File: src/rtl/viar_pkg.sv
`timescale 1ns / 1ps
`default_nettype none

package viar_pkg;

	// Access kinds
	localparam logic [2:0] OP_READ     = 3'd0;
	localparam logic [2:0] OP_WRITE    = 3'd1;
	localparam logic [2:0] OP_TICK     = 3'd2;
	localparam logic [2:0] OP_SHIFT_IN = 3'd3;
	localparam logic [2:0] OP_TAKE     = 3'd4;

	// Register map
	localparam logic [3:0] REG_PORTB    = 4'd0;
	localparam logic [3:0] REG_PORTA    = 4'd1;
	localparam logic [3:0] REG_DDRB     = 4'd2;
	localparam logic [3:0] REG_DDRA     = 4'd3;
	localparam logic [3:0] REG_T1CL     = 4'd4;
	localparam logic [3:0] REG_T1CH     = 4'd5;
	localparam logic [3:0] REG_T1LL     = 4'd6;
	localparam logic [3:0] REG_T1LH     = 4'd7;
	localparam logic [3:0] REG_T2CL     = 4'd8;
	localparam logic [3:0] REG_T2CH     = 4'd9;
	localparam logic [3:0] REG_SR       = 4'd10;
	localparam logic [3:0] REG_ACR      = 4'd11;
	localparam logic [3:0] REG_PCR      = 4'd12;
	localparam logic [3:0] REG_IFR      = 4'd13;
	localparam logic [3:0] REG_IER      = 4'd14;
	localparam logic [3:0] REG_PORTA_NH = 4'd15;

	// Flag keep masks and shift modes
	localparam logic [6:0] KEEP_PORTB = 7'h67;
	localparam logic [6:0] KEEP_PORTA = 7'h7C;
	localparam logic [6:0] KEEP_T1    = 7'h3F;
	localparam logic [6:0] KEEP_T2    = 7'h5F;
	localparam logic [2:0] MODE_OFF     = 3'd0;
	localparam logic [2:0] MODE_OUT_PHI = 3'd6;
	localparam logic [7:0] PB7_MASK     = 8'h80;

	typedef struct packed {
		logic [2:0] opcode;
		logic       device_index;
		logic [3:0] register_index;
		logic [7:0] write_data;
		logic       report_changes;
	} item_t;

	typedef struct packed {
		logic [7:0]  pa;
		logic [7:0]  pb;
		logic [7:0]  da;
		logic [7:0]  db;
		logic [6:0]  ier;
		logic [6:0]  ifr;
		logic [7:0]  sr;
		logic [7:0]  acr;
		logic [7:0]  pcr;
		logic [15:0] t1c;
		logic [15:0] t1l;
		logic [15:0] t2c;
		logic [15:0] t2l;
		logic        cb2;
	} state_t;

	typedef struct packed {
		logic [7:0] read_data;
		logic       irq_level;
		logic       irq_changed;
		logic [7:0] port_change_mask;
		logic       port_change_is_b;
		logic       cb2_level;
		logic       cb2_notice;
	} result_t;

	localparam state_t STATE_RESET = '{
		pa: 8'h00, pb: 8'h00, da: 8'h00, db: 8'h00,
		ier: 7'h00, ifr: 7'h00, sr: 8'h00, acr: 8'h00, pcr: 8'h00,
		t1c: 16'h0000, t1l: 16'h0000, t2c: 16'h0000, t2l: 16'h0000,
		cb2: 1'b1
	};

endpackage

`default_nettype wire

File: src/rtl/viar_state_mem.sv
`timescale 1ns / 1ps
`default_nettype none

module viar_state_mem #(
	parameter int DEPTH = 2,
	parameter int AW    = 1
) (
	input  wire                   clk,
	input  wire                   arst_n,
	input  wire                   rd_en,
	input  wire [AW-1:0]          rd_addr,
	output viar_pkg::state_t      rd_data,
	input  wire                   wr_en,
	input  wire [AW-1:0]          wr_addr,
	input  viar_pkg::state_t      wr_data
);

	viar_pkg::state_t mem [DEPTH];
	logic [DEPTH-1:0] valid_q;
	viar_pkg::state_t rd_data_q;

	// Mark entries written since reset
	always_ff @(posedge clk or negedge arst_n) begin
		if (!arst_n) begin
			valid_q <= '0;
		end else if (wr_en) begin
			valid_q[wr_addr] <= 1'b1;
		end
	end

	// Write port and registered read; unwritten entries read as reset state
	always_ff @(posedge clk) begin
		if (wr_en) begin
			mem[wr_addr] <= wr_data;
		end
		if (rd_en) begin
			rd_data_q <= valid_q[rd_addr] ? mem[rd_addr] : viar_pkg::STATE_RESET;
		end
	end

	assign rd_data = rd_data_q;

endmodule

`default_nettype wire

File: src/rtl/viar_exec.sv
`timescale 1ns / 1ps
`default_nettype none

module viar_exec (
	input  viar_pkg::item_t   item,
	input  viar_pkg::state_t  cur,
	output viar_pkg::state_t  nxt,
	output viar_pkg::result_t res
);

	viar_pkg::state_t s;
	logic [7:0] rd;
	logic [7:0] mask;
	logic       is_b;
	logic       notice;
	logic       report;
	logic [6:0] prior_set;
	logic [6:0] after;
	logic [2:0] mode_old;
	logic [2:0] mode_new;
	logic [7:0] d;

	// Modify one adapter's state for the item
	always_comb begin
		s         = cur;
		rd        = 8'h00;
		mask      = 8'h00;
		is_b      = 1'b0;
		notice    = 1'b0;
		report    = 1'b1;
		d         = item.write_data;
		prior_set = cur.ifr & cur.ier;
		mode_old  = cur.acr[4:2];
		mode_new  = d[4:2];
		unique case (item.opcode)
			viar_pkg::OP_READ: begin
				unique case (item.register_index)
					viar_pkg::REG_PORTB: begin
						s.ifr = s.ifr & viar_pkg::KEEP_PORTB;
						rd    = cur.pb;
					end
					viar_pkg::REG_PORTA, viar_pkg::REG_PORTA_NH: rd = cur.pa;
					viar_pkg::REG_DDRB: rd = cur.db;
					viar_pkg::REG_DDRA: rd = cur.da;
					viar_pkg::REG_T1CL: begin
						s.ifr = s.ifr & viar_pkg::KEEP_T1;
						rd    = cur.t1c[7:0];
					end
					viar_pkg::REG_T1CH: rd = cur.t1c[15:8];
					viar_pkg::REG_T1LL: rd = cur.t1l[7:0];
					viar_pkg::REG_T1LH: rd = cur.t1l[15:8];
					viar_pkg::REG_T2CL: begin
						s.ifr = s.ifr & viar_pkg::KEEP_T2;
						rd    = cur.t2c[7:0];
					end
					viar_pkg::REG_T2CH: rd = cur.t2c[15:8];
					viar_pkg::REG_SR:   rd = cur.sr;
					viar_pkg::REG_ACR:  rd = cur.acr;
					viar_pkg::REG_PCR:  rd = cur.pcr;
					viar_pkg::REG_IFR:  rd = {1'b0, cur.ifr};
					default: begin
						// enable register reads with bit 7 set once anything is enabled
						rd = (cur.ier == 7'h00) ? 8'h00 : {1'b1, cur.ier};
					end
				endcase
			end
			viar_pkg::OP_WRITE: begin
				report = item.report_changes;
				unique case (item.register_index)
					viar_pkg::REG_PORTB: begin
						s.ifr = s.ifr & viar_pkg::KEEP_PORTB;
						if (item.report_changes) begin
							mask = d ^ cur.pb;
							is_b = 1'b1;
						end
						s.pb = d;
					end
					viar_pkg::REG_PORTA, viar_pkg::REG_PORTA_NH: begin
						s.ifr = s.ifr & viar_pkg::KEEP_PORTA;
						if (item.report_changes) begin
							mask = d ^ cur.pa;
						end
						s.pa = d;
					end
					viar_pkg::REG_DDRB: s.db = d;
					viar_pkg::REG_DDRA: s.da = d;
					viar_pkg::REG_T1CL, viar_pkg::REG_T1LL: s.t1l[7:0] = d;
					viar_pkg::REG_T1CH: begin
						s.t1l[15:8] = d;
						s.t1c       = {d, cur.t1l[7:0]};
						s.ifr       = s.ifr & viar_pkg::KEEP_T1;
					end
					viar_pkg::REG_T1LH: s.t1l[15:8] = d;
					viar_pkg::REG_T2CL: s.t2l[7:0] = d;
					viar_pkg::REG_T2CH: begin
						s.t2l[15:8] = d;
						s.t2c       = {d, cur.t2l[7:0]};
						s.ifr       = s.ifr & viar_pkg::KEEP_T2;
					end
					viar_pkg::REG_SR: begin
						report = 1'b1;
						s.sr   = d;
						if (mode_old == viar_pkg::MODE_OUT_PHI) begin
							if (cur.cb2) begin
								s.cb2  = 1'b0;
								notice = 1'b1;
							end
							s.ifr[2] = 1'b1;
						end
					end
					viar_pkg::REG_ACR: begin
						report = 1'b1;
						s.acr  = d;
						if (mode_new == viar_pkg::MODE_OFF) begin
							s.ifr[2] = 1'b0;
						end else if (mode_old[2] && !mode_new[2]) begin
							s.cb2  = 1'b1;
							notice = 1'b1;
						end
					end
					viar_pkg::REG_PCR: s.pcr = d;
					viar_pkg::REG_IFR: s.ifr = s.ifr & ~d[6:0];
					default: begin
						// set or clear enables by bit 7
						if (d[7]) begin
							s.ier = cur.ier | d[6:0];
						end else begin
							s.ier = cur.ier & ~d[6:0];
						end
					end
				endcase
			end
			viar_pkg::OP_TICK: begin
				if (cur.t1c == 16'h0000) begin
					if (cur.acr[6]) begin
						s.t1c = cur.t1l;
					end
					if (cur.acr[7]) begin
						s.pb = cur.pb ^ viar_pkg::PB7_MASK;
						mask = viar_pkg::PB7_MASK;
						is_b = 1'b1;
					end
					s.ifr[6] = 1'b1;
				end else begin
					s.t1c = cur.t1c - 16'd1;
				end
				if (!cur.acr[5]) begin
					if (cur.t2c != 16'h0000) begin
						s.t2c = cur.t2c - 16'd1;
					end else begin
						s.ifr[5] = 1'b1;
					end
				end
			end
			viar_pkg::OP_SHIFT_IN: begin
				if (mode_old != viar_pkg::MODE_OFF && !mode_old[2]) begin
					s.sr     = d;
					s.ifr[2] = 1'b1;
				end
			end
			viar_pkg::OP_TAKE: begin
				s.ifr[2] = 1'b1;
				s.ifr[4] = 1'b1;
				s.cb2    = cur.sr[0];
				rd       = cur.sr;
			end
			default: begin
				// unused codes leave the state alone
			end
		endcase
		after = s.ifr & s.ier;
	end

	// Build the result from the updated state
	always_comb begin
		nxt                  = s;
		res.read_data        = rd;
		res.irq_level        = |after;
		res.irq_changed      = report && (after != prior_set);
		res.port_change_mask = mask;
		res.port_change_is_b = is_b;
		res.cb2_level        = s.cb2;
		res.cb2_notice       = notice;
	end

endmodule

`default_nettype wire

File: src/rtl/versatile_interface_adapter_regs_top.sv
`timescale 1ns / 1ps
`default_nettype none

// Bank of NUM_ADAPTERS 6522-style interface adapters behind one access port.
// Input channel (in_valid / in_stall) carries one item: a register read or
// write, a timer tick, or a peripheral shift transfer for the adapter picked
// by device_index. Output channel (out_valid / out_stall) returns exactly one
// result item per input item, in order.
// Each adapter's state sits in one synchronous memory entry. An accepted
// item's state is read from memory at the accepting edge; the item is then
// modified and written back while its result loads into the output register
// (out_valid), unless that register still holds a stalled result. The next
// item is taken only after that write-back.
// The output register lets the next item be accepted while a result waits.
// If the receiver stalls while a second result is ready, that item holds in
// the modify stage (in_stall high) until the output register frees up.
// Reset (arst_n low) clears all adapters to their reset state (CB2 high,
// everything else zero) at once, with no clearing pass; items are accepted
// as soon as reset is released.
// An item for an adapter beyond NUM_ADAPTERS changes nothing and returns an
// all-zero result.

module versatile_interface_adapter_regs_top #(
	parameter int NUM_ADAPTERS = 2
) (
	input  wire        clk,
	input  wire        arst_n,
	input  wire        in_valid,
	output logic       in_stall,
	input  wire  [2:0] opcode,
	input  wire        device_index,
	input  wire  [3:0] register_index,
	input  wire  [7:0] write_data,
	input  wire        report_changes,
	output logic       out_valid,
	input  wire        out_stall,
	output logic [7:0] read_data,
	output logic       irq_level,
	output logic       irq_changed,
	output logic [7:0] port_change_mask,
	output logic       port_change_is_b,
	output logic       cb2_level,
	output logic       cb2_notice
);

	localparam int   AW     = (NUM_ADAPTERS > 1) ? $clog2(NUM_ADAPTERS) : 1;
	localparam logic DEV1_OK = (NUM_ADAPTERS > 1);

	typedef enum logic [1:0] {
		ST_IDLE = 2'b01,
		ST_EXEC = 2'b10
	} state_t;

	state_t            state_q;
	viar_pkg::item_t   item_q;
	logic              in_range_q;
	logic              in_range;
	logic              accept;
	logic              done;
	logic              out_valid_q;
	viar_pkg::result_t out_q;
	viar_pkg::result_t exec_res;
	viar_pkg::state_t  rd_state;
	viar_pkg::state_t  wr_state;
	viar_pkg::item_t   in_item;

	assign in_item  = '{opcode: opcode, device_index: device_index,
		register_index: register_index, write_data: write_data,
		report_changes: report_changes};
	assign in_range = device_index ? DEV1_OK : 1'b1;
	assign in_stall = (state_q != ST_IDLE);
	assign accept   = in_valid && !in_stall;
	assign done     = (state_q == ST_EXEC) && (!out_valid_q || !out_stall);

	// Sequence each item through read then modify-write
	always_ff @(posedge clk or negedge arst_n) begin
		if (!arst_n) begin
			state_q <= ST_IDLE;
		end else begin
			unique case (state_q)
				ST_IDLE: if (accept) begin
					state_q <= ST_EXEC;
				end
				ST_EXEC: if (done) begin
					state_q <= ST_IDLE;
				end
				default: state_q <= ST_IDLE;
			endcase
		end
	end

	// Hold the accepted item
	always_ff @(posedge clk) begin
		if (accept) begin
			item_q     <= in_item;
			in_range_q <= in_range;
		end
	end

	viar_state_mem #(
		.DEPTH (NUM_ADAPTERS),
		.AW    (AW)
	) u_mem (
		.clk     (clk),
		.arst_n  (arst_n),
		.rd_en   (accept && in_range),
		.rd_addr (AW'(device_index)),
		.rd_data (rd_state),
		.wr_en   (done && in_range_q),
		.wr_addr (AW'(item_q.device_index)),
		.wr_data (wr_state)
	);

	viar_exec u_exec (
		.item (item_q),
		.cur  (rd_state),
		.nxt  (wr_state),
		.res  (exec_res)
	);

	// Output register valid
	always_ff @(posedge clk or negedge arst_n) begin
		if (!arst_n) begin
			out_valid_q <= 1'b0;
		end else if (done) begin
			out_valid_q <= 1'b1;
		end else if (!out_stall) begin
			out_valid_q <= 1'b0;
		end
	end

	// Load the result; drop it to zero for an absent adapter
	always_ff @(posedge clk) begin
		if (done) begin
			out_q <= in_range_q ? exec_res : '0;
		end
	end

	assign out_valid        = out_valid_q;
	assign read_data        = out_q.read_data;
	assign irq_level        = out_q.irq_level;
	assign irq_changed      = out_q.irq_changed;
	assign port_change_mask = out_q.port_change_mask;
	assign port_change_is_b = out_q.port_change_is_b;
	assign cb2_level        = out_q.cb2_level;
	assign cb2_notice       = out_q.cb2_notice;

endmodule

`default_nettype wire

File: config.mk
export PLATFORM = sky130hd
export DESIGN_NAME = versatile_interface_adapter_regs_top
export DESIGN_NICKNAME = d
export VERILOG_FILES = /design/src/rtl/viar_pkg.sv /design/src/rtl/viar_state_mem.sv /design/src/rtl/viar_exec.sv /design/src/rtl/versatile_interface_adapter_regs_top.sv
export SDC_FILE = /design/constraint.sdc
export NUM_CORES = 1
export LEC_CHECK = 0
export BUFFER_PORTS_ARGS = -buffer_cell sky130_fd_sc_hd__buf_4
export CORE_AREA = 2 2 335 238
export CTS_CLUSTER_SIZE = 20
export DETAILED_ROUTE_END_ITERATION = 10
export DIE_AREA = 0 0 337 240
export MAX_ROUTING_LAYER = met4
export PLACE_DENSITY = 0.39
export SLEW_MARGIN = 20
export SYNTH_ARGS = -nofsm -noshare
export SYNTH_HDL_FRONTEND = slang
export SYNTH_SLANG_ARGS = --single-unit
File: constraint.sdc
create_clock -name clk -period 10.7 [get_ports clk]
set_input_delay 1.605 -clock clk [delete_from_list [all_inputs] [get_ports clk]]
set_output_delay 1.605 -clock clk [all_outputs]
set_load 0.1 [all_outputs]
==> flow_summary_export.csv <==
group,metric,value,unit
yosys,ys_top_cells_by_count,"edfxtp_1, nor2_1, mux2i_1",
sta,finalCritPeriodShare,36.4,%
cts,htree_levels,2,
yosys,synth_nets,1475,
layout,synthToLayoutAreaGrowth,15.9,%
cts,cts_tree,"built",
yosys,synth_cell_types,76,
sta,skew,0.0157,ns
sta,period_minus_slack,3.90,ns
routing,remaining_drc_errors,0,
floorplanning,dieArea,0.0809,mm²
floorplanning,die_height,240,µm
routing,post_drt_wl_per_cell,24.6,µm
yosys,yosysSeqAreaShare,65.9,%
placed_design,port_buffers,43,
critical_path,rr_worst_depth,8,
critical_path,reg2reg_to,"irq_changed",
sta,worst_pin_slew,1.17,ns
yosys,synth_cells,1451,
layout,drive_above_1_share,16.4,%
grt,antenna_found_initial,3,
sta,slew_headroom,20.7,%
critical_path,r2r_start,"item_q[12]",
grt,grt_pass1_vias,12300,
yosys,synth_ff_type,"edfxtp_1",
run,max_cap_violations,0,
layout,fill_cells,7864,
power_and_ir_drop,p_leak,7.55,nW
routing,first_pass_iters,6,
critical_path,arrival,4.23,ns
layout,fin_cells,2569,
yosys,synth_top_cell_by_area,"edfxtp_1",
sta,setup_viol,0,
routing,drt-total-wl,63100,µm
sta,finalSetupTns,0,ns
critical_path,endpoint,"u_mem.rd_data[81]",
cts,clkLatencyLatePin,0.60,ns
critical_path,critical_path.max_fanout,44,
power_and_ir_drop,cellPowerDensity,185,mW/mm²
placed_design,gp_congestion,0.846,
yosys,syn_avg_cell_area,13.3,µm²
critical_path,path_class,"in -> reg",
placed_design,dp.cells,2486,
yosys,ys.warnings.count,0,
layout,seq_area,0.0127,mm²
layout,num-nets-final,1502,
cts,clockBufferDepth,3,
routing,final_antenna_net_count,0,
cts,cts_resized,0,
yosys,ys_ff_latch,424,
yosys,syn_area,0.0193,mm²
floorplanning,ios,44,
yosys,synth-async-reset-ratio,1.18,%
yosys,synth.top_cells.by_area,"edfxtp_1, mux2i_1, mux2_2",
critical_path,cp.required,11.04,ns
placed_design,place_hpwl,39000,µm
floorplanning,start_util,24.8,%
critical_path,cp-startpoint,"device_index",
critical_path,worst_setup_path_end_kind,"flop",
floorplanning,rows,86,
sta,rsz0062_at_grt,"no",
grt,grt_usage,16.0,%
sta,whs,0.548,ns
cts,clkTransAtPathRegs,0.06,ns
sta,final_max_slew_viol_count,0,
critical_path,startpoint_type,"primary input",
cts,cts_inserted_buffers,45,
power_and_ir_drop,vdd_drop_max,0.115,mV
routing,via_per_inst,4.93,
floorplanning,core-area,0.0778,mm²
routing,vias,12700,
worst_hold_path,worstHoldPathType,"reg -> reg",
yosys,synth_top_area_share,65.3,%
routing,drtIter0Drc,1372,
floorplanning,die_x,337,µm
layout,multi_input_area,0.00616,mm²
grt,grt_max_degree,146,
outcome,status,"finished clean",
cts,hold_buffers,0,
sta,hold_viol,0,
sta,max_freq,257,MHz
yosys,yosysMostFrequentCell,"edfxtp_1",
grt,grt_pass1_wl,90000,µm
cts,post_cts_buffers,0,
cts,clock_sinks,424,
critical_path,rrSetupSlack,7.06,ns
yosys,synth-edff-count,419,
cts,ctsRootBufferMaster,"clkbuf_16",
grt,grt_overflow,0,
[worst min-delay path by stage]
stage                     start  slack (ns)  depth (start not counted)                 to
3_5_place_dp   u_mem.valid_q[0]        0.54                          1   u_mem.valid_q[0]
6_report       u_mem.valid_q[0]        0.55                          1   u_mem.valid_q[0]
5_1_grt         u_mem.mem[0][4]        0.58                          2   u_mem.rd_data[4]
4_1_cts        u_mem.valid_q[0]        0.56                          1   u_mem.valid_q[0]
2_1_floorplan  u_mem.valid_q[0]        0.45                          1   u_mem.valid_q[0]
3_3_place_gp   u_mem.mem[0][61]        0.53                          2  u_mem.rd_data[61]
[state kept, by name, summed over array words and instances, names as in the netlist, 2 cells and up]
register,cells
port_change_mask,8
u_mem.rd_data,127
u_mem.mem,254
state_q,2
u_mem.valid_q,2
read_data,8
item_q,17
[kinds of logic after synthesis]
kind of cell               after synthesis  share of synthesized area (%)
and+or+nand+nor                        444                           10.8
adders and majority gates                3                          0.195
AOI/OAI and AO/OA                      239                           8.45
buffers and inverters                  119                           2.40
xor gates and xnor gates                 3                          0.136
DFF                                    424                           65.9
muxes                                  219                           12.0
[final cells by class]
type,count,share of cell area (%)
flip-flops and latches,424,56.9
multi-input cells,908,27.6
well taps,1056,5.92
clock buffers,57,5.33
repair buffers,73,2.65
clock inverters,24,1.14
inverters,26,0.437
diodes,1,0.0112
[stage by stage]
step	utilization (%)	worst slack, ns	instance area, µm²	total power, mW
after floorplan	-	1.57	19300	2.36
after global placement	26.8	5.98	20900	2.56
after detailed placement	26.8	5.92	20900	2.56
after CTS	28.7	6.55	22300	4.17
after global routing	28.7	6.57	22300	4.28
final	28.7	6.80	22300	4.12
[layout by cell type (no fill, tap or decap), drive strengths merged, types with 5 or more instances in the layout]
| cell type | count |
|---|---|
| clkinv | 16 |
| nand3 | 33 |
| mux2i | 144 |
| nand2b | 7 |
| inv | 27 |
| o221a | 6 |
| and2 | 11 |
| o22ai | 14 |
| nor4 | 12 |
| a211oi | 8 |
| or2 | 5 |
| buf | 72 |
| mux2 | 72 |
| o31ai | 5 |
| a21oi | 32 |
| edfxtp | 419 |
| o211ai | 18 |
| or3 | 8 |
| a31oi | 14 |
| nor2b | 10 |
| a22oi | 15 |
| nand2 | 101 |
| nor3 | 35 |
| a221oi | 20 |
| and3 | 7 |
| nand4 | 7 |
| o21ai | 64 |
| o311ai | 5 |
| nor3b | 8 |
| clkbuf | 58 |
| nor2 | 186 |
| o221ai | 10 |
| bufinv | 5 |
[critical path: stages]
cell and delay [ns]:
clkbuf_8 0.43, mux2i_4 0.65, buf_4 0.49, buf_4 0.56, buf_12 0.32, nor2_1 0.09
[per-layer routing]
| metal | up-vias | wire [µm] | GRT usage (%) |
|---|---|---|---|
| li1 | 5601 | - | - |
| met4 | 0 | 1360 | 4.17 |
| met2 | 429 | 25700 | 21.6 |
| met3 | 95 | 4300 | 3.11 |
| met5 | - | 0 | - |
| met1 | 6550 | 31700 | 24.0 |
[where the power goes]
| part | internal, mW | switching (mW) |
|---|---|---|
| clock | 0.910 | 0.684 |
| sequential | 1.97 | 0.103 |
| combinational | 0.137 | 0.320 |
Power figures use the tool's default switching activity.
